==> config.mk <==
export PLATFORM = sky130hd
export DESIGN_NAME = lsf_mac_stage
export DESIGN_NICKNAME = d
export VERILOG_FILES = /design/src/rtl/core/lsf_pkg.sv /design/src/rtl/core/lsf_mac_stage.sv
export SDC_FILE = /design/constraint.sdc
export NUM_CORES = 2
export LEC_CHECK = 0
export BUFFER_PORTS_ARGS = -buffer_cell sky130_fd_sc_hd__buf_2
export CAP_MARGIN = 15
export CORE_MARGIN = 1
export CORE_UTILIZATION = 45
export CTS_BUF_LIST = sky130_fd_sc_hd__clkbuf_8
export DETAILED_ROUTE_END_ITERATION = 7
export SLEW_MARGIN = 5
export SYNTH_ARGS = -nofsm -noshare
export SYNTH_HDL_FRONTEND = slang
export SYNTH_SLANG_ARGS = --single-unit
==> constraint.sdc <==
create_clock -name clock -period 16.1 [get_ports clock]
set_clock_uncertainty 0.2 [all_clocks]
set_input_delay 3.22 -clock clock [delete_from_list [all_inputs] [get_ports clock]]
set_output_delay 3.22 -clock clock [all_outputs]
set_load 0.1 [all_outputs]
==> src/rtl/core/lsf_pkg.sv <==
// Shared widths, types, coefficient tables and helper functions for the shape function core.
package lsf_pkg;

   localparam int NUM_FUNCTIONS = 11;
   localparam int FRAC_BITS     = 16;

   localparam int TABLE_DEPTH  = 11;
   localparam int MAX_TERMS    = 5;
   localparam int HORNER_STEPS = MAX_TERMS - 1;

   localparam int IDX_W = 4;
   localparam int POS_W = 18;
   localparam int OUT_W = 18;
   localparam int ERR_W = 2;

   // Operand width for s and s^2, accumulator width for the polynomial chain.
   localparam int B_W       = (FRAC_BITS + 3 > POS_W) ? FRAC_BITS + 3 : POS_W;
   localparam int ACC_W     = FRAC_BITS + 15;
   localparam int LIN_W     = B_W + 2;
   localparam int WIDE_W    = ACC_W + 3;
   localparam int COEF_W    = 32;
   localparam int SCALE_P_W = ACC_W + COEF_W;
   localparam int SCALE_SHIFT = 30;
   localparam int SHIFT_W   = $clog2(SCALE_SHIFT + 9);

   localparam logic [ERR_W-1:0] ERR_NONE     = 2'd0;
   localparam logic [ERR_W-1:0] ERR_INDEX    = 2'd1;
   localparam logic [ERR_W-1:0] ERR_POSITION = 2'd2;

   typedef logic signed [ACC_W-1:0] acc_type;
   typedef logic signed [B_W-1:0]   opnd_type;
   typedef logic signed [LIN_W-1:0] lin_type;
   typedef logic signed [WIDE_W-1:0] wide_type;
   typedef logic signed [OUT_W-1:0] out_type;

   typedef struct packed {
      logic [IDX_W-1:0] k;
      logic [ERR_W-1:0] err;
      opnd_type         s;
      opnd_type         s2;
      lin_type          lin;
   } ctrl_type;

   localparam opnd_type OPND_ONE = opnd_type'(1) <<< FRAC_BITS;

   // Horner coefficients of the polynomial in s^2, highest power first.
   localparam int POLY_COEF [TABLE_DEPTH][MAX_TERMS] = '{
      '{0, 0, 0, 0, 0},
      '{0, 0, 0, 0, 0},
      '{1, 0, 0, 0, 0},
      '{1, 0, 0, 0, 0},
      '{5, -1, 0, 0, 0},
      '{7, -3, 0, 0, 0},
      '{21, -14, 1, 0, 0},
      '{33, -30, 5, 0, 0},
      '{429, -495, 135, -5, 0},
      '{715, -1001, 385, -35, 0},
      '{2431, -4004, 2002, -308, 7}
   };
   localparam int POLY_LEN   [TABLE_DEPTH] = '{0, 0, 1, 1, 2, 2, 3, 3, 4, 4, 5};
   localparam int DENOM_LOG2 [TABLE_DEPTH] = '{0, 0, 1, 1, 3, 3, 4, 4, 7, 7, 8};

   // Rounded square root of (2k-1) * 2^59, a Q.30 value of sqrt((2k-1)/2).
   function automatic logic [COEF_W-1:0] sqrt_coef(int k);
      logic [63:0] x;
      logic [63:0] r;
      logic [63:0] bit_v;
      if (k < 2) begin
         return '0;
      end
      x = 64'(2 * k - 1) << 59;
      r = '0;
      bit_v = 64'd1 << 62;
      while (bit_v > x) begin
         bit_v = bit_v >> 2;
      end
      while (bit_v != 64'd0) begin
         if (x >= r + bit_v) begin
            x = x - (r + bit_v);
            r = (r >> 1) + bit_v;
         end else begin
            r = r >> 1;
         end
         bit_v = bit_v >> 2;
      end
      if (x > r) begin
         r = r + 64'd1;
      end
      return r[COEF_W-1:0];
   endfunction

   localparam logic [COEF_W-1:0] SQRT_COEF [TABLE_DEPTH] = '{
      sqrt_coef(0), sqrt_coef(1), sqrt_coef(2), sqrt_coef(3), sqrt_coef(4), sqrt_coef(5),
      sqrt_coef(6), sqrt_coef(7), sqrt_coef(8), sqrt_coef(9), sqrt_coef(10)
   };

   // Integer coefficient n of function k, aligned to the fixed-point grid.
   function automatic acc_type coef_term(logic [IDX_W-1:0] k, int n);
      return acc_type'(POLY_COEF[k][n]) <<< FRAC_BITS;
   endfunction

   localparam wide_type OUT_MAX_V = wide_type'(2 ** (OUT_W - 1) - 1);
   localparam wide_type OUT_MIN_V = wide_type'(-(2 ** (OUT_W - 1)));

   function automatic out_type sat_out(wide_type v);
      if (v > OUT_MAX_V) begin
         return out_type'(OUT_MAX_V);
      end else if (v < OUT_MIN_V) begin
         return out_type'(OUT_MIN_V);
      end
      return out_type'(v);
   endfunction

endpackage

==> src/rtl/core/lsf_mac_stage.sv <==
// Pipeline stage: signed multiply rounded to the fraction grid plus an addend, or bypass.
module lsf_mac_stage (
   input  logic              clock,
   input  logic              reset,
   input  logic              adv,
   input  logic              in_valid,
   input  lsf_pkg::ctrl_type in_ctrl,
   input  lsf_pkg::acc_type  in_acc,
   input  logic              step_en,
   input  lsf_pkg::opnd_type op_b,
   input  lsf_pkg::acc_type  addend,
   output logic              out_valid,
   output lsf_pkg::ctrl_type out_ctrl,
   output lsf_pkg::acc_type  out_acc
);
   import lsf_pkg::*;

   localparam int P_W = ACC_W + B_W;
   localparam logic [P_W-1:0] HALF = P_W'(1) << (FRAC_BITS - 1);

   logic             valid_ff;
   ctrl_type         ctrl_ff;
   acc_type          acc_ff;
   acc_type          acc_in;
   logic             neg;
   logic [ACC_W-1:0] a_mag;
   logic [B_W-1:0]   b_mag;
   logic [P_W-1:0]   prod;
   logic [P_W-1:0]   rnd_full;
   acc_type          rnd;
   acc_type          res;

   always_comb begin
      // Rounding is done on magnitudes so that ties go away from zero.
      neg      = in_acc[ACC_W-1] ^ op_b[B_W-1];
      a_mag    = in_acc[ACC_W-1] ? ACC_W'(-in_acc) : ACC_W'(in_acc);
      b_mag    = op_b[B_W-1] ? B_W'(-op_b) : B_W'(op_b);
      prod     = P_W'(a_mag) * P_W'(b_mag);
      rnd_full = (prod + HALF) >> FRAC_BITS;
      rnd      = acc_type'(rnd_full[ACC_W-1:0]);
      res      = neg ? -rnd : rnd;
      acc_in   = step_en ? res + addend : in_acc;
   end

   always_ff @(posedge clock) begin
      if (reset) begin
         valid_ff <= 1'b0;
      end else if (adv) begin
         valid_ff <= in_valid;
      end
   end

   always_ff @(posedge clock) begin
      if (adv) begin
         ctrl_ff <= in_ctrl;
         acc_ff  <= acc_in;
      end
   end

   assign out_valid = valid_ff;
   assign out_ctrl  = ctrl_ff;
   assign out_acc   = acc_ff;

endmodule

Word level (Yosys, flattened, before mapping):

Index checks and enable logic that the tools add are counted.

* bits in registers: 97
* input bits: 151
* output and inout port bits: 97
* logic and storage cells: 18

* add/subtract/negate cells: 5
* multipliers: 1
* multiplexer cells: 4
* bitwise gates (word level): 1

Operators by type and width (count)
* 31-bit 2-to-1 mux: 3
* 31-bit negator: 2
* 47-bit by 16-bit adder with 47-bit output, second input constant: 1
* 31-bit by 19-bit multiplier with 47-bit output: 1
* 31-bit adder: 1
* 19-bit 2-to-1 mux: 1
* 19-bit negator: 1
* 1-bit XOR: 1

Logic depth before layout (Yosys ltp):

* word-level depth: 8
* mapped depth: 50
* mapped depth without buffers: 48

Least setup slack after synthesis:

Ideal clock, no wire load.

* path type: input to register
* from: in op_b[0]
* to: reg acc_ff[30], in the netlist out_acc[30] (data pin)
* setup time: 0.263 ns
* arrival: 14.313 ns
* required time: 15.637 ns
* slack: 1.324 ns
* stages on the path: 43
* buffers on the path: 5
* cell sequence: clkbuf_1 > inv_1 > clkbuf_1 > ha_1 > or4b_1 > or3_1 > or4_1 > or4b_1 > clkbuf_1 > clkbuf_1 > nor2_1 > fa_1 > fa_1 > fa_1 > fa_1 > fa_1 > fa_1 > ha_1 > [... 7 more ...] > o211ai_1 > nor4_2 > nand2_1 > nor4_1 > nor2_1 > xor2_1 > ha_1 > nand3_1 > inv_1 > a221oi_1 > o21ai_0 > a41oi_1 > o21ai_0 > a31oi_1 > xnor2_1 > inv_1 > a41oi_1 > nand3_1

* cells in the longest elaborated chain, start to end: 8

RTL lines
* start, declared: RTL line lsf_mac_stage.sv:10 `input lsf_pkg::opnd_type op_b,`
* 19-bit negator: RTL line lsf_mac_stage.sv:37 `b_mag = op_b[B_W-1] ? B_W'(-op_b) : B_W'(op_b);`
* 19-bit 2-to-1 mux *: RTL line lsf_mac_stage.sv:37
* 31-bit by 19-bit multiplier with 47-bit output *: RTL line lsf_mac_stage.sv:38 `prod = P_W'(a_mag) * P_W'(b_mag);`
* 47-bit by 16-bit adder with 47-bit output *: RTL line lsf_mac_stage.sv:39 `rnd_full = (prod + HALF) >> FRAC_BITS;`
* 31-bit negator: RTL line lsf_mac_stage.sv:41 `res = neg ? -rnd : rnd;`
* 31-bit 2-to-1 mux *: RTL line lsf_mac_stage.sv:41
* 31-bit adder *: RTL line lsf_mac_stage.sv:42 `acc_in = step_en ? res + addend : in_acc;`
* 31-bit 2-to-1 mux *: RTL line lsf_mac_stage.sv:42
* net acc_in[30]: RTL line lsf_mac_stage.sv:24 `acc_type acc_in;`
* end signal, assigned: RTL line lsf_mac_stage.sv:56 `acc_ff <= acc_in;`
* end, declared: RTL line lsf_mac_stage.sv:23 `acc_type acc_ff;`

The timed path passes the listed nets; every way through them passes the cells marked *.
A chain may end at the register's enable or synchronous reset.

Worst setup path in the final report:

* from: in op_b[1]
* to: reg acc_ff[30], in the netlist out_acc[30] (data pin)

The elaborated chain is that of the path after synthesis.

==> impl_metrics.ini <==
[timing]
finalCritPeriodShare_pct = 96.2
period_needed_ps = 15490
tightest_slew_ps = 1230
slew_headroom_pct = 17.8
max_freq_mhz = 64.5
final-setup-viol-count = 0
drv_slew = 0
fin_tns_setup_ps = 0
hold_viol = 0
rsz0062_at_grt = no

[routing]
viasPerCell = 5.57
met1_length_um = 32800
wl_met3_um = 4640
dr.first_iter.drc_count = 1620
highest_layer = met4
ant_nets = 0
drc_errors = 0
wl_per_cell_um = 22.1
first_pass_iters = 6
wl_um = 81600
dr_wl_met2_um = 39900
vias = 20600

[placed_design]
dp.final_hpwl_um = 69800
io_buffers = 247
gp_congestion = 0.984

[clock_network]
cts_tree = built
cts_max_level = 3
cts_buffers = 9
cts_hold_buffers = 0
clk_latency_ps = 360
clk_pin_slew_ps = 80
cts-root-buf = clkbuf_8
clk_path_buf_depth = 2
clkSinkCount = 97

[yosys]
yosysSeqAreaShare_pct = 11.7
synth.top_cells.by_area = fa_1 40%, edfxtp_1 12%, ha_1 9.5%
synth.distinct_cells = 72
synth_edf_count = 96
syn_area_um2 = 24800
async_flop_share_pct = 0
synth_most_common_cell = inv_1
synth_largest_area_cell = fa_1
synth_area_per_cell_um2 = 9.04
synth_top_area_share_pct = 39.7
synth-main-ff-cell = edfxtp_1
synthesis.nets = 3572
yosys_register_bits = 97
yosysWarningCount = 0
synth_commonest_cells = 509 x inv_1, 491 x fa_1, 405 x nand2_1
syn-instance-count = 2741

[grt]
track_usage_pct = 29.7
grt_pass1_vias = 21600
antenna_found_initial = 0
grt_max_degree = 53
grt_pass1_wl_um = 125000
grt_overflow_total = 0

[worst_setup_path]
endpoint_kind = flip-flop
critPathSlowestCell = or4b_1
required_ps = 16020
critPathMostFrequentCell = fa_1
startpoint_type = primary input
crit_arrival_ps = 15410
slowest_delay_ps = 720
criticalPathCategory = in2reg
cp_max_fo = 20

[finish]
num-nets-final = 3821
fillers = 5100
layout-drive-gt1-share_pct = 13.8
antenna-diode-count = 0
syn_to_final_growth_pct = 11.1
ff_latch_area_um2 = 2900
multi_input_area_um2 = 19600

[die]
die_width_um = 237
core-area_um2 = 54100
die-area_um2 = 56000
initial_core_util_pct = 45.8
fp.dieH_um = 237
pin_count = 248
std_cell_rows = 85

[run_status]
status = finished, final reports clean

[worst_hold_path]
hold_path_class = reg2reg

[job]
max_cap_violations = 0
[cells by family after synthesis]
family / Yosys count / synth area share (%)
DFF: 97 / 11.7
and+or+nand+nor: 848 / 14.5
xor gates and xnor gates: 169 / 5.97
AOI/OAI and AO/OA: 302 / 8.02
adders and majority gates: 680 / 49.2
muxes: 28 / 1.25
buffers and inverters: 617 / 9.38
[final cells by class]
cell class | count | area share, %
multi-input combinational | 2027 | 71.3
sequential | 97 | 10.5
timing repair buffer | 346 | 7.20
inverter | 509 | 6.94
tap | 696 | 3.16
clock buffer | 9 | 0.450
clock inverter | 7 | 0.382
[layout by cell type, fill, tap and decap left out, drive strengths merged, types with 69 or more instances in the layout]
| cell type | Yosys | final |
|---|---|---|
| xnor2 | 100 | 100 |
| nor2 | 291 | 291 |
| a21oi | 87 | 87 |
| inv | 509 | 513 |
| edfxtp | 96 | 96 |
| nand2 | 405 | 405 |
| ha | 189 | 189 |
| buf | 6 | 346 |
| xor2 | 69 | 69 |
| fa | 491 | 491 |
[path summary, 6_finish.rpt]
check | start | endpoint | slack, ps | depth (start not counted)
worst max-delay path | op_b[1] | out_acc[30] | 610 | 43
worst max register to register | out_valid | out_valid | 15300 | 2
worst min-delay path | out_valid | out_valid | 310 | 2
worst min register to register | out_valid | out_valid | 310 | 2
[state kept, by name (all words and copies together) (netlist names)]
name and cells:
out_valid 1, out_acc 31, out_ctrl 65
[what timing repair did]
action,4_1_cts,5_1_grt
setup buffers,0,0
gates resized for setup,0,2
endpoints found under the setup margin,0,1
[layer usage]
layer  vias up  GRT usage [%]
li1       9046              -
met1     10500           38.3
met2       764           50.6
met3       203           2.98
met4         0           13.3
met5         -              0
[critical path: cells and delay by family]
kind | cells | cell delay [ps]
fa+ha+maj | 10 | 4300
simple gates | 14 | 3960
compound gates | 9 | 2400
xor+xnor | 4 | 830
buf+inv | 6 | 670
[through the flow]
stage               utilization, %  hold slack (ps)  std cells  area (um^2)  setup slack (ps)
detailed placement            50.4              295       3675        27300               188
global route                  50.9              359       3691        27500              9.44
finish                        50.9              314       3691        27500               608
floorplan                        -              771       2741        24800              1320
global placement              50.4              282       3674        27300               296
CTS                           50.9              315       3691        27500               551
Power is not shown: default switching activity piles up to over one toggle a cycle in this logic, so the estimate is an artifact.
