$ cat config.mk
export PLATFORM = sky130hd
export DESIGN_NAME = lsf_front
export DESIGN_NICKNAME = d
export VERILOG_FILES = /design/src/rtl/core/lsf_pkg.sv /design/src/rtl/core/lsf_front.sv
export SDC_FILE = /design/constraint.sdc
export NUM_CORES = 1
export LEC_CHECK = 0
export BUFFER_PORTS_ARGS = -buffer_cell sky130_fd_sc_hd__buf_4
export CORE_MARGIN = 2
export CORE_UTILIZATION = 55
export DETAILED_ROUTE_END_ITERATION = 10
export PLACE_DENSITY = 0.73
export SYNTH_ARGS = -nofsm -noshare
export SYNTH_HDL_FRONTEND = slang
export SYNTH_SLANG_ARGS = --single-unit
$ cat constraint.sdc
create_clock -name clock -period 9.35 [get_ports clock]
set_clock_uncertainty 0.15 [all_clocks]
set_input_delay 1.4025 -clock clock [delete_from_list [all_inputs] [get_ports clock]]
set_output_delay 1.4025 -clock clock [all_outputs]
set_load 0.005 [all_outputs]
$ cat src/rtl/core/lsf_pkg.sv
// Shared widths, types, coefficient tables and helper functions for the shape function core.
package lsf_pkg;

   localparam int NUM_FUNCTIONS = 11;
   localparam int FRAC_BITS     = 16;

   localparam int TABLE_DEPTH  = 11;
   localparam int MAX_TERMS    = 5;
   localparam int HORNER_STEPS = MAX_TERMS - 1;

   localparam int IDX_W = 4;
   localparam int POS_W = 18;
   localparam int OUT_W = 18;
   localparam int ERR_W = 2;

   // Operand width for s and s^2, accumulator width for the polynomial chain.
   localparam int B_W       = (FRAC_BITS + 3 > POS_W) ? FRAC_BITS + 3 : POS_W;
   localparam int ACC_W     = FRAC_BITS + 15;
   localparam int LIN_W     = B_W + 2;
   localparam int WIDE_W    = ACC_W + 3;
   localparam int COEF_W    = 32;
   localparam int SCALE_P_W = ACC_W + COEF_W;
   localparam int SCALE_SHIFT = 30;
   localparam int SHIFT_W   = $clog2(SCALE_SHIFT + 9);

   localparam logic [ERR_W-1:0] ERR_NONE     = 2'd0;
   localparam logic [ERR_W-1:0] ERR_INDEX    = 2'd1;
   localparam logic [ERR_W-1:0] ERR_POSITION = 2'd2;

   typedef logic signed [ACC_W-1:0] acc_type;
   typedef logic signed [B_W-1:0]   opnd_type;
   typedef logic signed [LIN_W-1:0] lin_type;
   typedef logic signed [WIDE_W-1:0] wide_type;
   typedef logic signed [OUT_W-1:0] out_type;

   typedef struct packed {
      logic [IDX_W-1:0] k;
      logic [ERR_W-1:0] err;
      opnd_type         s;
      opnd_type         s2;
      lin_type          lin;
   } ctrl_type;

   localparam opnd_type OPND_ONE = opnd_type'(1) <<< FRAC_BITS;

   // Horner coefficients of the polynomial in s^2, highest power first.
   localparam int POLY_COEF [TABLE_DEPTH][MAX_TERMS] = '{
      '{0, 0, 0, 0, 0},
      '{0, 0, 0, 0, 0},
      '{1, 0, 0, 0, 0},
      '{1, 0, 0, 0, 0},
      '{5, -1, 0, 0, 0},
      '{7, -3, 0, 0, 0},
      '{21, -14, 1, 0, 0},
      '{33, -30, 5, 0, 0},
      '{429, -495, 135, -5, 0},
      '{715, -1001, 385, -35, 0},
      '{2431, -4004, 2002, -308, 7}
   };
   localparam int POLY_LEN   [TABLE_DEPTH] = '{0, 0, 1, 1, 2, 2, 3, 3, 4, 4, 5};
   localparam int DENOM_LOG2 [TABLE_DEPTH] = '{0, 0, 1, 1, 3, 3, 4, 4, 7, 7, 8};

   // Rounded square root of (2k-1) * 2^59, a Q.30 value of sqrt((2k-1)/2).
   function automatic logic [COEF_W-1:0] sqrt_coef(int k);
      logic [63:0] x;
      logic [63:0] r;
      logic [63:0] bit_v;
      if (k < 2) begin
         return '0;
      end
      x = 64'(2 * k - 1) << 59;
      r = '0;
      bit_v = 64'd1 << 62;
      while (bit_v > x) begin
         bit_v = bit_v >> 2;
      end
      while (bit_v != 64'd0) begin
         if (x >= r + bit_v) begin
            x = x - (r + bit_v);
            r = (r >> 1) + bit_v;
         end else begin
            r = r >> 1;
         end
         bit_v = bit_v >> 2;
      end
      if (x > r) begin
         r = r + 64'd1;
      end
      return r[COEF_W-1:0];
   endfunction

   localparam logic [COEF_W-1:0] SQRT_COEF [TABLE_DEPTH] = '{
      sqrt_coef(0), sqrt_coef(1), sqrt_coef(2), sqrt_coef(3), sqrt_coef(4), sqrt_coef(5),
      sqrt_coef(6), sqrt_coef(7), sqrt_coef(8), sqrt_coef(9), sqrt_coef(10)
   };

   // Integer coefficient n of function k, aligned to the fixed-point grid.
   function automatic acc_type coef_term(logic [IDX_W-1:0] k, int n);
      return acc_type'(POLY_COEF[k][n]) <<< FRAC_BITS;
   endfunction

   localparam wide_type OUT_MAX_V = wide_type'(2 ** (OUT_W - 1) - 1);
   localparam wide_type OUT_MIN_V = wide_type'(-(2 ** (OUT_W - 1)));

   function automatic out_type sat_out(wide_type v);
      if (v > OUT_MAX_V) begin
         return out_type'(OUT_MAX_V);
      end else if (v < OUT_MIN_V) begin
         return out_type'(OUT_MIN_V);
      end
      return out_type'(v);
   endfunction

endpackage

$ cat src/rtl/core/lsf_front.sv
// First pipeline stage: range checks, s^2, the linear functions and the Horner seed.
module lsf_front (
   input  logic                       clock,
   input  logic                       reset,
   input  logic                       adv,
   input  logic                       in_valid,
   input  logic [lsf_pkg::IDX_W-1:0]  basis_index,
   input  logic signed [lsf_pkg::POS_W-1:0] position,
   output logic                       out_valid,
   output lsf_pkg::ctrl_type          out_ctrl,
   output lsf_pkg::acc_type           out_acc
);
   import lsf_pkg::*;

   localparam int SQ_W = 2 * POS_W;
   localparam logic [SQ_W-1:0] SQ_HALF = SQ_W'(1) << (FRAC_BITS - 1);
   localparam logic signed [B_W:0] POS_ONE = (B_W + 1)'(1) <<< FRAC_BITS;
   localparam logic signed [B_W:0] NEG_ONE = -POS_ONE;
   localparam lin_type LIN_ONE = lin_type'(1) <<< FRAC_BITS;

   logic                   valid_ff;
   ctrl_type               ctrl_ff;
   ctrl_type               ctrl_in;
   acc_type                acc_ff;
   acc_type                acc_in;
   logic [POS_W-1:0]       s_mag;
   logic [SQ_W-1:0]        sq;
   logic [SQ_W-1:0]        s2_full;
   logic signed [B_W:0]    s_wide;
   lin_type                s_lin;
   lin_type                lin_sum;

   always_comb begin
      s_mag   = position[POS_W-1] ? POS_W'(-position) : POS_W'(position);
      sq      = SQ_W'(s_mag) * SQ_W'(s_mag);
      s2_full = (sq + SQ_HALF) >> FRAC_BITS;
      s_wide  = (B_W + 1)'(position);
      s_lin   = lin_type'(position);

      ctrl_in.s  = opnd_type'(position);
      ctrl_in.s2 = opnd_type'(s2_full);

      // The index check wins over the position check.
      if (int'(basis_index) >= NUM_FUNCTIONS) begin
         ctrl_in.err = ERR_INDEX;
      end else if (s_wide > POS_ONE || s_wide < NEG_ONE) begin
         ctrl_in.err = ERR_POSITION;
      end else begin
         ctrl_in.err = ERR_NONE;
      end
      ctrl_in.k = (ctrl_in.err == ERR_INDEX) ? '0 : basis_index;

      lin_sum = ctrl_in.k[0] ? LIN_ONE + s_lin + lin_type'(1)
                             : LIN_ONE - s_lin + lin_type'(1);
      ctrl_in.lin = lin_sum >>> 1;

      acc_in = coef_term(ctrl_in.k, 0);
   end

   always_ff @(posedge clock) begin
      if (reset) begin
         valid_ff <= 1'b0;
      end else if (adv) begin
         valid_ff <= in_valid;
      end
   end

   always_ff @(posedge clock) begin
      if (adv) begin
         ctrl_ff <= ctrl_in;
         acc_ff  <= acc_in;
      end
   end

   assign out_valid = valid_ff;
   assign out_ctrl  = ctrl_ff;
   assign out_acc   = acc_ff;

endmodule

# Yosys cells after proc, flatten, opt, wreduce, memory -nomap -nowiden
# Memory sizes are Yosys's and may differ from the RTL's. A register that Yosys moved wholly into a read port is not among the register bits.
# Cells that the tools add are included.
[word_totals] reg_bits=64 rom_bits=2560 in_bits=26 output_inout_bits=97 n_memories=1
[op_classes] n_addsub=6 n_mul=1 order_cmp=3 n_eq_ne=1 mux=5 bitwise=1 n_reduce_logical=1
[memory_table] name="(no name shown)" words=16 word_bits=160 rd=1 rd_clocked_by_memory_dff=1 write_ports=0 line="lsf_pkg.sv:99" source="return acc_type'(POLY_COEF[k][n]) <<< FRAC_BITS;"
[ops] op="$add 19x2->20 const B" n=2
[ops] op="$add 35x16->35 const B" n=1
[ops] op="$mul 18x18->35" n=1
[ops] op="$mux 21" n=1
[ops] op="$add 18x18->19 const A" n=1
[ops] op="$sub 18x18->19 const A" n=1
[ops] op="$gt 18x18->1 const B" n=1
[ops] op="$lt 18x17->1 const B" n=1
[ops] op="$mux 18" n=1
[ops] op="$neg 18->18" n=1
[ops] op="$not 4->5" n=1
[ops] op="$ge 4x4->1 const B" n=1
[ops] op="$mux 2" n=2
[ops] op="$mux 4" n=1
[ops] op="$eq 2x1->1 const B" n=1
[ops] op="$logic_or 1x1->1" n=1

# Longest topological paths before layout
[depth] word_depth=7 depth_mapped=30 ltp_nobuf=28

# Worst setup path after synthesis
# Ideal clock, no wire load.
[synth_path] path_type="input -> register" startpoint="input port position[8] (netlist name)" endpoint="register ctrl_ff, in the netlist out_ctrl[36], data pin" t_arrival_ns=8.361 t_required_ns=8.938 setup_slack_ns=0.577 path_stages=26 path_buffers=2 cell_sequence="buf_2 > or3_4 > or4_4 > or4_4 > o21ai_4 > xor2_4 > buf_6 > nor2_1 > fa_1 > inv_1 > fa_1 > inv_1 > fa_1 > fa_1 > fa_1 > inv_1 > fa_1 > inv_1 > ha_1 > and4_1 > and2_1 > a22o_1 > a21o_1 > o21ai_0 > o21bai_1 > xor2_1"
[synth_lines] element="start: declaration" line="lsf_front.sv:8" source="input logic signed [lsf_pkg::POS_W-1:0] position,"
[synth_lines] element="end signal: assignment" line="lsf_front.sv:70" source="ctrl_ff <= ctrl_in;"
[synth_lines] element="end: declaration" line="lsf_front.sv:22" source="ctrl_type ctrl_ff;"

==> impl_metrics.json <==
{
  "grt_pass1_wl_microns": 47300,
  "synth_edf_count": 72,
  "maxCapViolCount": 0,
  "drtIter0Drc": 489,
  "hold_class": "flip-flop to flip-flop",
  "crit_type": "primary input to flip-flop",
  "synth.avg_cell_area_sq_um": 9.71,
  "ys_ff_latch": 73,
  "via_per_inst": 5.33,
  "min_path_cells": 2,
  "synth_top_area_share_pct": 36.4,
  "antenna_left": 0,
  "synth_area_sq_um": 12200,
  "drc_errors": 0,
  "hold_violations": 0,
  "cts-buffers-inserted": 9,
  "drt_wl_total_microns": 28600,
  "synth_ff_type": "edfxtp_1",
  "gp_congestion": 0.961,
  "antenna_cells": 0,
  "tritoncts": "built",
  "synth_fa_ha_area_share_pct": 48.9,
  "min_from": "out_valid",
  "htreeDepth": 3,
  "reg2reg_depth": 2,
  "post-route-min-period_ns": 8.85,
  "area_delta_synth_final_pct": 11.7,
  "yosys.area_share.simple_pct": 9.86,
  "cp_max_fo": 9,
  "yosysWarnings": 0,
  "synthMuxAreaShare_pct": 0.0824,
  "worst_setup_path_end_kind": "flip-flop",
  "hold_buffers": 0,
  "async_flop_share_pct": 0,
  "dieWidth_microns": 153,
  "register_area_sq_um": 2180,
  "vias": 8810,
  "die_area_sq_um": 23300,
  "path_depth": 25,
  "cp_slowest_stage_delay_ns": 0.55,
  "tightest_slew_ns": 1.02,
  "rr_startpoint": "out_valid",
  "ys_top_cells_by_area": "fa_1, edfxtp_1, ha_1",
  "avgRoutedWirePerCell_microns": 17.3,
  "cts_setup_buffers": 0,
  "drive_gt1_share_pct": 11.9,
  "nets": 1737,
  "grt_pass1_vias": 9293,
  "die_h_microns": 153,
  "synth_top_area_cell": "fa_1",
  "clk_path_buf_depth": 2,
  "critPathLaunchType": "primary input",
  "synth_xor_area_share_pct": 4.62,
  "synth-compound-area-share_pct": 5.92,
  "antenna_found_initial": 0,
  "cts_sinks": 73,
  "ys_top_cells_by_count": "inv_1, fa_1, ha_1",
  "min_to": "out_valid",
  "numPortBuffers": 102,
  "finalMaxSlewViolations": 0,
  "r2r-end": "out_valid",
  "yosysMostFrequentCell": "inv_1",
  "finalCritPeriodShare_pct": 94.7,
  "path_clk_slew_ns": 0.07,
  "num-fill-cells": 1890,
  "cp_common_cell": "fa_1",
  "crit_family": "adder cells",
  "io_pins": 123,
  "fin_tns_setup_ns": 0,
  "slowest_stage": "fa_1",
  "slew_headroom_pct": 32.1,
  "dp_hpwl_microns": 23500,
  "crit_arrival_ns": 8.81,
  "max_freq_mhz": 113,
  "rrSetupSlack_ns": 8.61,
  "syn-instance-count": 1252,
  "synth.distinct_cells": 56,
  "setup_viol": 0,
  "clockRootBuffer": "clkbuf_16",
  "grt_usage_pct": 25.8,
  "gr-total-overflow": 0,
  "dr.pass1.iters": 9,
  "start_util_pct": 55.9,
  "clk_latency_ns": 0.35,
  "status": "completed",
  "yosysSeqAreaShare_pct": 18.0,
  "crit_required_ns": 9.31,
  "cp_num_buf_inv": 5,
  "synth_top_family_by_area": "adder cells",
  "cts_resized": 0,
  "multi_input_area_sq_um": 8550,
  "num_rows": 54,
  "rsz0062_at_grt": "false",
  "grt_max_degree": 74,
  "core_area_sq_um": 21800
}
-- layout by cell type (no fill, tap or decap), types with 32 or more instances in the layout --
master	netlist	layout
inv_1	317	317
buf_4	24	131
nand2_1	102	102
a21oi_1	40	40
ha_1	121	121
xnor2_1	44	44
conb_1	2	32
edfxtp_1	72	72
nor2_1	105	105
fa_1	221	221
-- state kept, by name, indices dropped and copies added (netlist names) --
register / cells
out_valid: 1
out_ctrl: 61
out_acc: 11
-- worst max path at each step --
stage,from,end
floorplan,position[8],out_ctrl[36]
global placement,position[8],out_ctrl[36]
detailed placement,position[8],out_ctrl[36]
CTS,position[8],out_ctrl[36]
global route,position[3],out_ctrl[38]
finish,position[8],out_ctrl[36]
-- cell families after synthesis --
family | after synthesis
AOI/OAI and AO/OA | 116
xor gates and xnor gates | 62
adders and majority gates | 342
buffers and inverters | 382
DFF | 73
muxes | 1
other | 2
and+or+nand+nor | 274
-- metrics by stage --
stage               setup slack, ns  util (%)  cells  cell area (sq um)  hold WS (ns)
detailed placement            0.153      61.1   1638              13300         0.353
global route                  0.184      62.4   1654              13600         0.396
global placement              0.324      61.1   1638              13300         0.331
finish                        0.498      62.4   1654              13600         0.354
CTS                           0.511      62.4   1654              13600         0.366
floorplan                     0.577         -   1282              12300         0.335
-- layout make-up --
cell class / count / area share [%]
inverters: 327 / 9.04
clock inverters: 7 / 0.442
multi-input cells: 827 / 63.0
clock buffers: 9 / 1.66
well taps: 280 / 2.58
repair buffers: 131 / 7.24
flip-flops and latches: 73 / 16.1
-- layer usage --
metal,vias up,GRT usage [%],part of all wire (%)
met4,0,7.67,3.2
met1,4377,33.7,39
met2,335,43.8,50
met3,77,5.20,7.6
li1,4021,-,-
met5,-,0,0
-- worst min-delay path: stages (launching register included) --
cell     delay, ns
dfxtp_1       0.33
mux2i_1       0.07
nor2_1        0.08
Power is left out: the tool's default activity adds up to more than one toggle a clock period on the data nets, which glitch-free logic cannot reach.
