**src/rtl/core/lsf_pkg.sv**
```systemverilog
// Shared widths, types, coefficient tables and helper functions for the shape function core.
package lsf_pkg;

   localparam int NUM_FUNCTIONS = 11;
   localparam int FRAC_BITS     = 16;

   localparam int TABLE_DEPTH  = 11;
   localparam int MAX_TERMS    = 5;
   localparam int HORNER_STEPS = MAX_TERMS - 1;

   localparam int IDX_W = 4;
   localparam int POS_W = 18;
   localparam int OUT_W = 18;
   localparam int ERR_W = 2;

   // Operand width for s and s^2, accumulator width for the polynomial chain.
   localparam int B_W       = (FRAC_BITS + 3 > POS_W) ? FRAC_BITS + 3 : POS_W;
   localparam int ACC_W     = FRAC_BITS + 15;
   localparam int LIN_W     = B_W + 2;
   localparam int WIDE_W    = ACC_W + 3;
   localparam int COEF_W    = 32;
   localparam int SCALE_P_W = ACC_W + COEF_W;
   localparam int SCALE_SHIFT = 30;
   localparam int SHIFT_W   = $clog2(SCALE_SHIFT + 9);

   localparam logic [ERR_W-1:0] ERR_NONE     = 2'd0;
   localparam logic [ERR_W-1:0] ERR_INDEX    = 2'd1;
   localparam logic [ERR_W-1:0] ERR_POSITION = 2'd2;

   typedef logic signed [ACC_W-1:0] acc_type;
   typedef logic signed [B_W-1:0]   opnd_type;
   typedef logic signed [LIN_W-1:0] lin_type;
   typedef logic signed [WIDE_W-1:0] wide_type;
   typedef logic signed [OUT_W-1:0] out_type;

   typedef struct packed {
      logic [IDX_W-1:0] k;
      logic [ERR_W-1:0] err;
      opnd_type         s;
      opnd_type         s2;
      lin_type          lin;
   } ctrl_type;

   localparam opnd_type OPND_ONE = opnd_type'(1) <<< FRAC_BITS;

   // Horner coefficients of the polynomial in s^2, highest power first.
   localparam int POLY_COEF [TABLE_DEPTH][MAX_TERMS] = '{
      '{0, 0, 0, 0, 0},
      '{0, 0, 0, 0, 0},
      '{1, 0, 0, 0, 0},
      '{1, 0, 0, 0, 0},
      '{5, -1, 0, 0, 0},
      '{7, -3, 0, 0, 0},
      '{21, -14, 1, 0, 0},
      '{33, -30, 5, 0, 0},
      '{429, -495, 135, -5, 0},
      '{715, -1001, 385, -35, 0},
      '{2431, -4004, 2002, -308, 7}
   };
   localparam int POLY_LEN   [TABLE_DEPTH] = '{0, 0, 1, 1, 2, 2, 3, 3, 4, 4, 5};
   localparam int DENOM_LOG2 [TABLE_DEPTH] = '{0, 0, 1, 1, 3, 3, 4, 4, 7, 7, 8};

   // Rounded square root of (2k-1) * 2^59, a Q.30 value of sqrt((2k-1)/2).
   function automatic logic [COEF_W-1:0] sqrt_coef(int k);
      logic [63:0] x;
      logic [63:0] r;
      logic [63:0] bit_v;
      if (k < 2) begin
         return '0;
      end
      x = 64'(2 * k - 1) << 59;
      r = '0;
      bit_v = 64'd1 << 62;
      while (bit_v > x) begin
         bit_v = bit_v >> 2;
      end
      while (bit_v != 64'd0) begin
         if (x >= r + bit_v) begin
            x = x - (r + bit_v);
            r = (r >> 1) + bit_v;
         end else begin
            r = r >> 1;
         end
         bit_v = bit_v >> 2;
      end
      if (x > r) begin
         r = r + 64'd1;
      end
      return r[COEF_W-1:0];
   endfunction

   localparam logic [COEF_W-1:0] SQRT_COEF [TABLE_DEPTH] = '{
      sqrt_coef(0), sqrt_coef(1), sqrt_coef(2), sqrt_coef(3), sqrt_coef(4), sqrt_coef(5),
      sqrt_coef(6), sqrt_coef(7), sqrt_coef(8), sqrt_coef(9), sqrt_coef(10)
   };

   // Integer coefficient n of function k, aligned to the fixed-point grid.
   function automatic acc_type coef_term(logic [IDX_W-1:0] k, int n);
      return acc_type'(POLY_COEF[k][n]) <<< FRAC_BITS;
   endfunction

   localparam wide_type OUT_MAX_V = wide_type'(2 ** (OUT_W - 1) - 1);
   localparam wide_type OUT_MIN_V = wide_type'(-(2 ** (OUT_W - 1)));

   function automatic out_type sat_out(wide_type v);
      if (v > OUT_MAX_V) begin
         return out_type'(OUT_MAX_V);
      end else if (v < OUT_MIN_V) begin
         return out_type'(OUT_MIN_V);
      end
      return out_type'(v);
   endfunction

endpackage

```
**src/rtl/core/lsf_scale.sv**
```systemverilog
// Last two stages: normalization constant multiply, rounding shift, saturation and result select.
module lsf_scale (
   input  logic                          clock,
   input  logic                          reset,
   input  logic                          adv,
   input  logic                          in_valid,
   input  lsf_pkg::ctrl_type             in_ctrl,
   input  lsf_pkg::acc_type              in_acc,
   output logic                          out_valid,
   output logic signed [lsf_pkg::OUT_W-1:0] out_value,
   output logic [lsf_pkg::ERR_W-1:0]     out_error_code
);
   import lsf_pkg::*;

   logic                   prod_valid_ff;
   ctrl_type               prod_ctrl_ff;
   logic [SCALE_P_W-1:0]   prod_ff;
   logic [SCALE_P_W-1:0]   prod_in;
   logic                   neg_ff;
   logic                   neg_in;
   logic [ACC_W-1:0]       a_mag;

   logic                   valid_ff;
   out_type                value_ff;
   out_type                value_in;
   logic [ERR_W-1:0]       error_ff;

   logic [SHIFT_W-1:0]     sh;
   logic [SCALE_P_W-1:0]   half;
   logic [SCALE_P_W-1:0]   rnd_full;
   wide_type               mag;
   wide_type               val;

   always_comb begin
      neg_in  = in_acc[ACC_W-1];
      a_mag   = in_acc[ACC_W-1] ? ACC_W'(-in_acc) : ACC_W'(in_acc);
      prod_in = SCALE_P_W'(a_mag) * SCALE_P_W'(SQRT_COEF[in_ctrl.k]);
   end

   always_comb begin
      // The shift folds in the power-of-two denominator of each function.
      sh       = SHIFT_W'(SCALE_SHIFT + DENOM_LOG2[prod_ctrl_ff.k]);
      half     = SCALE_P_W'(1) << (sh - SHIFT_W'(1));
      rnd_full = (prod_ff + half) >> sh;
      mag      = wide_type'(rnd_full[WIDE_W-1:0]);
      val      = neg_ff ? -mag : mag;
      if (prod_ctrl_ff.err != ERR_NONE) begin
         value_in = '0;
      end else if (prod_ctrl_ff.k < IDX_W'(2)) begin
         value_in = sat_out(wide_type'(prod_ctrl_ff.lin));
      end else begin
         value_in = sat_out(val);
      end
   end

   always_ff @(posedge clock) begin
      if (reset) begin
         prod_valid_ff <= 1'b0;
         valid_ff      <= 1'b0;
      end else if (adv) begin
         prod_valid_ff <= in_valid;
         valid_ff      <= prod_valid_ff;
      end
   end

   always_ff @(posedge clock) begin
      if (adv) begin
         prod_ctrl_ff <= in_ctrl;
         prod_ff      <= prod_in;
         neg_ff       <= neg_in;
         value_ff     <= value_in;
         error_ff     <= prod_ctrl_ff.err;
      end
   end

   assign out_valid      = valid_ff;
   assign out_value      = value_ff;
   assign out_error_code = error_ff;

endmodule

```
**config.mk**
```make
export PLATFORM = sky130hd
export DESIGN_NAME = lsf_scale
export DESIGN_NICKNAME = d
export VERILOG_FILES = /design/src/rtl/core/lsf_pkg.sv /design/src/rtl/core/lsf_scale.sv
export SDC_FILE = /design/constraint.sdc
export NUM_CORES = 2
export LEC_CHECK = 0
export BUFFER_PORTS_ARGS = -buffer_cell sky130_fd_sc_hd__buf_4
export CAP_MARGIN = 5
export CORE_MARGIN = 4
export CORE_UTILIZATION = 30
export DETAILED_ROUTE_END_ITERATION = 6
export GPL_TIMING_DRIVEN = 0
export PLACE_DENSITY = 0.55
export SLEW_MARGIN = 10
export SYNTH_ARGS = -nofsm -noshare
export SYNTH_HDL_FRONTEND = slang
export SYNTH_SLANG_ARGS = --single-unit
```
**constraint.sdc**
```tcl
create_clock -name clock -period 20.2 [get_ports clock]
set_input_delay 0 -clock clock [delete_from_list [all_inputs] [get_ports clock]]
set_output_delay 0 -clock clock [all_outputs]
set_load 0.02 [all_outputs]
```
Yosys cells after proc, flatten, opt, wreduce, memory -nomap -nowiden
Memories as Yosys holds them, arrays and structs flattened.
Cells that the tools add are included.
- bits in registers: 113
- ROM bits: 1024
- input port bits: 100
- output and inout port bits: 21
- word-level logic and storage cells: 50
- memories: 2
- add/subtract/negate cells: 5
- $mul: 1
- $lt $le $gt $ge: 7
- shifts and indexed selects: 2
- muxes and demuxes: 21
- bitwise operators: 2
- reductions and logical operators: 1
- memories (memory ; depth ; width ; rd ports ; clocked after Yosys merged registers in ; write ports ; RTL line ; text):
    (no name shown) ; 16 ; 32 ; 1 ; 0 ; 0 ; lsf_scale.sv:42 ; sh = SHIFT_W'(SCALE_SHIFT + DENOM_LOG2[prod_ctrl_ff.k]);
    (no name shown) ; 16 ; 32 ; 1 ; 0 ; 0 ; lsf_scale.sv:37 ; prod_in = SCALE_P_W'(a_mag) * SCALE_P_W'(SQRT_COEF[in_ctrl.k]);
- operators with widths (operator ; count):
    $mux 18 ; 7
    $mux 32 ; 2
    $add 63x63->63 ; 1
    $mul 31x32->63 ; 1
    $shl 1x6->63 const A ; 1
    $shr 63x6->34 ; 1
    $gt 34x18->1 const B ; 1
    $lt 34x18->1 const B ; 1
    $mux 34 ; 1
    $neg 34->34 ; 1
    $mux 31 ; 1
    $neg 31->31 ; 1
    $gt 21x18->1 const B ; 1
    $lt 21x18->1 const B ; 1
    $mux 6 ; 2
    $ge 5x5->1 const B ; 2
    $not 4->5 ; 2
    $mux 1 ; 8
    $add 6x6->6 const A ; 1
    $sub 6x1->6 const B ; 1
    $lt 4x2->1 const B ; 1
    $reduce_bool 2->1 ; 1

Logic depth before layout (Yosys ltp)
- word-level depth: 18
- depth in mapped cells: 48
- mapped depth without buffers: 45

Worst setup path before layout
Ideal clock, no wire load.
- path kind: input -> register
- start: input port in_acc[0]
- end: register prod_ff[62] (data pin)
- library setup time: 260 ps
- arrival time: 10550 ps
- required time: 19940 ps
- path slack: 9390 ps
- stages: 45
- path buffers: 3
- cells stage by stage: clkbuf_1 > inv_1 > buf_1 > ha_1 > nand2_1 > or2_2 > nand2b_1 > or4_1 > or4_1 > o41ai_1 > xnor2_1 > clkbuf_1 > nand2_1 > fa_1 > inv_1 > fa_1 > inv_1 > fa_1 > (+9 left out) > inv_1 > ha_1 > inv_1 > nor2_1 > o21ai_0 > nand2_1 > or3_1 > a2111oi_0 > nor4_1 > o31ai_1 > nand2_1 > a31o_2 > a21o_1 > nand2_1 > o31ai_1 > a221o_1 > a21oi_1 > xnor2_1
- cells in the longest elaborated chain, start to end: 3
- ends and longest elaborated chain (item ; RTL line ; text):
    from (decl) ; lsf_scale.sv:8 ; input lsf_pkg::acc_type in_acc,
    $neg 31->31 ; lsf_scale.sv:36 ; a_mag = in_acc[ACC_W-1] ? ACC_W'(-in_acc) : ACC_W'(in_acc);
    $mux 31 * ; lsf_scale.sv:36 ;
    $mul 31x32->63 * ; lsf_scale.sv:37 ;
    via prod_in[62] ; lsf_scale.sv:18 ; logic [SCALE_P_W-1:0] prod_in;
    to (signal assigned) ; lsf_scale.sv:69 ; prod_ff <= prod_in;
    to (decl) ; lsf_scale.sv:17 ; logic [SCALE_P_W-1:0] prod_ff;
The timed path passes the listed nets; every way through them passes the cells marked *.
A chain may end at the register's enable or synchronous reset.

Worst setup path after layout
- start: input port in_acc[0]
- end: register prod_ff[59] (data pin)
Same word-level chain as after synthesis.

==> qor.log <==
[outcome] violations in the final reports DRC
[cts] H-tree depth 3
[worst_hold_path] HP Class in -> reg
[global_route] largest net degree at the start of global routing 68
[drt] total via count in the routed design 46874
[final_layout] commonest non-fill, non-tap cells in the layout sky130_fd_sc_hd__nand2_1 (958), sky130_fd_sc_hd__inv_1 (937), sky130_fd_sc_hd__fa_1 (867)
[critical_path] top fanout value on the critical path 10
[sta] actual transition at the worst max-transition pin 1.46 ns
[synth] Post-synth ARST share 0%
[synth] proportion of synthesized chip area in sequential cells 6.90%
[sta] setup repair after global routing missed its margin no
[cts] TritonCTS clock tree done
[floorplanning] Horiz. Die Dim 410 um
[critical_path] Slowest-stage cell, CP sky130_fd_sc_hd__clkbuf_1
[place] IO Port Bufs 81
[place] gp weighted congestion 1.05
[global_route] All-Layer GR Usage 30.3%
[global_route] Remaining Overflow, GRT 0
[sta] worst slew slack as a fraction of its limit 2.45%
[critical_path] CP most frequent cell sky130_fd_sc_hd__fa_1
[sta] final setup violating endpoints 0
[final_layout] post-route standard cell area excluding fillers 52900 um^2
[floorplanning] die boundary height 410 um
[floorplanning] area of the placeable core 161000 um^2
[synth] synthesized area divided by synthesized cell count 8.18 um^2
[drt] number of remaining DRC errors 1
[global_route] global-route wire length before repair 363 mm
[floorplanning] Initial Util 30.2%
[cts] clock sink count 112
[sta] final cycle utilization of the critical path 69.6%
[synth] count of flip-flops with a built-in enable after synthesis 110
[final_layout] fraction of final layout cells with drive strength greater than 1 5.35%
[outcome] outcome complete, but fails checks
[synth] top_reg_cell synth sky130_fd_sc_hd__edfxtp_1
[sta] final period demand of the worst path 14.05 ns
[critical_path] startpoint class of the critical path input port
[global_route] initial antenna violation count 5
[run] number of maximum-capacitance constraint violations 0
[sta] upper clock frequency limit 71.2 MHz
[global_route] vias in the first global route 47714
[critical_path] critical path's largest stage delay 0.75 ns
[cts] number of buffers added by the clock tree synthesis step 9
[synth] post-synthesis sequential element count 112
[critical_path] endpoint type of the worst setup path flip-flop
[synth] post-synthesis cell type count 121
[floorplanning] Die Area 168000 um^2
[sta] Setup TNS 0 ns
[critical_path] critical setup path kind in -> reg
[sta] max-slew violation count 0
[final_layout] total area of multi-input combinational cells 40700 um^2
[place] instance area after placement 52200 um^2
[drt] Pre-antenna DRT Iters 7
[cts] clock root buffer sky130_fd_sc_hd__clkbuf_16
[drt] drt via density 5.68
[cts] post-cts sizing count 0
[sta] worst clock skew on the final layout 0.0299 ns
[final_layout] Fill cells 17323
[cts] buffers from clock root to sink, at most 2
[drt] Final ANT Viol Nets 0
[drt] initial DRC count 5314
[final_layout] area grow syn2layout 9.20%
[final_layout] most common cell after layout, fill and taps aside sky130_fd_sc_hd__nand2_1
[synth] gate count of the mapped netlist 5921
[synth] count of warnings emitted by yosys 0
[cts] clock latency of the later-clocked register in the worst-skew pair 0.44 ns
[floorplanning] number of top-level design ports 121
[floorplanning] Cell Rows 147
[cts] Post-CTS Setup Bufs 0
[final_layout] Post-layout nets 7382
[final_layout] area taken by flip-flops and latches 3340 um^2
[synth] combined area of all synthesized cells 48400 um^2
[critical_path] required time reported for the critical path endpoint 20.37 ns
[drt] Detailed Route WL 259 mm
[critical_path] Critical Path AT 14.23 ns
[drt] post-detailed-route wirelength per cell 31.3 um
[cts] clock input transition at the sequential cells of the worst setup and hold paths 0.11 ns
[place] sum of net half-perimeters after detailed placement 216 mm
[sta] final hold viol count 0
## registers in the layout (all words and copies together), names as in the netlist
signal and count:
neg_ff 1, out_error_code 2, out_valid 1, out_value 18, prod_ctrl_ff 26, prod_ff 63, prod_valid_ff 1
## cell families (layout without fill, tap and decap cells)
family | Yosys count | count (layout) | synth area share (%)
simple gates | 2102 | 2102 | 19.2
xor+xnor | 161 | 161 | 2.93
flops | 112 | 112 | 6.90
mux | 74 | 74 | 1.60
other cells | 1 | 32 | 0.00774
buf+inv | 1224 | 1367 | 9.67
fa+ha+maj | 1198 | 1198 | 44.4
compound gates | 1049 | 1049 | 15.3
## final timing paths
check,startpoint,to,slack (ns),depth (start not counted)
hold / removal,adv,out_value[14],0.007,1
hold reg to reg,prod_ctrl_ff[59],out_error_code[0],0.45,0
setup reg to reg,prod_ctrl_ff[62],out_value[14],6.41,34
setup / recovery,in_acc[0],prod_ff[59],6.15,40
## per-stage QoR
step / cells / hold slack (ns) / utilization [%] / worst slack, ns
after floorplan: 5946 / 0.0724 / - / 9.39
after global placement: 8187 / 0.169 / 32.3 / 4.92
after detailed placement: 8204 / 0.174 / 32.5 / 6.00
after CTS: 8249 / 0.00611 / 32.9 / 6.46
after global routing: 8249 / 0.0312 / 32.9 / 5.80
final: 8255 / 0.00739 / 32.9 / 6.15
## cells in the mapped netlist, drive strengths merged (18+ instances only)
master	n	share of area, %
nand4	74	0.97
a21oi	244	2.6
and2	54	0.70
nand2b	43	0.56
mux2i	64	1.3
edfxtp	110	6.8
o21ai	221	2.4
nor4	31	0.46
xnor2	99	1.8
buf	61	0.65
o31ai	32	0.50
nand2	958	7.4
nor3	87	0.90
a211oi	44	0.74
and3	37	0.49
ha	331	8.6
xor2	62	1.1
a22oi	22	0.35
o211ai	57	0.90
a21o	54	0.84
a221oi	22	0.49
or3	32	0.42
o21a	43	0.68
nor2b	18	0.23
clkbuf	222	1.7
o22ai	41	0.66
or2	25	0.32
a31oi	35	0.55
inv	938	7.3
fa	867	36
nor2	547	4.2
nand3	140	1.5
a211o	18	0.33
## layer usage
metal  vias up  routed length, um  GRT usage [%]
li1      19810                  -              -
met1     23645             100000           37.5
met4         0              20700           19.2
met5         -                  0              0
met3       719              20800           4.91
met2      2700             117000           49.1
## area by class of cell
class                           count  share of cell area [%]
Timing Repair Buffer              127                    2.12
Clock inverter                      7                   0.177
Tap cell                         2160                    5.11
Multi-Input combinational cell   4610                    76.9
Sequential cell                   112                    6.32
Inverter                          941                    6.68
Buffer                            283                    2.20
Clock buffer                        9                   0.426
Antenna cell                        6                  0.0284
## worst max-delay path: cells and delay by family
family	cells	cell delay, ns
adder cells (fa/ha/maj)	10	5.05
AO/OA/AOI/OAI	9	3.14
AND/OR/NAND/NOR	10	2.73
buffers and inverters	9	2.28
XOR/XNOR	2	0.96
## repair_timing
action	in CTS	in global routing
endpoints found under the setup margin	0	0
hold endpoints to repair	29	0
hold buffers	29	0
Power is left out: the tool's default activity adds up to more than one toggle a clock period on the data nets, which glitch-free logic cannot reach.
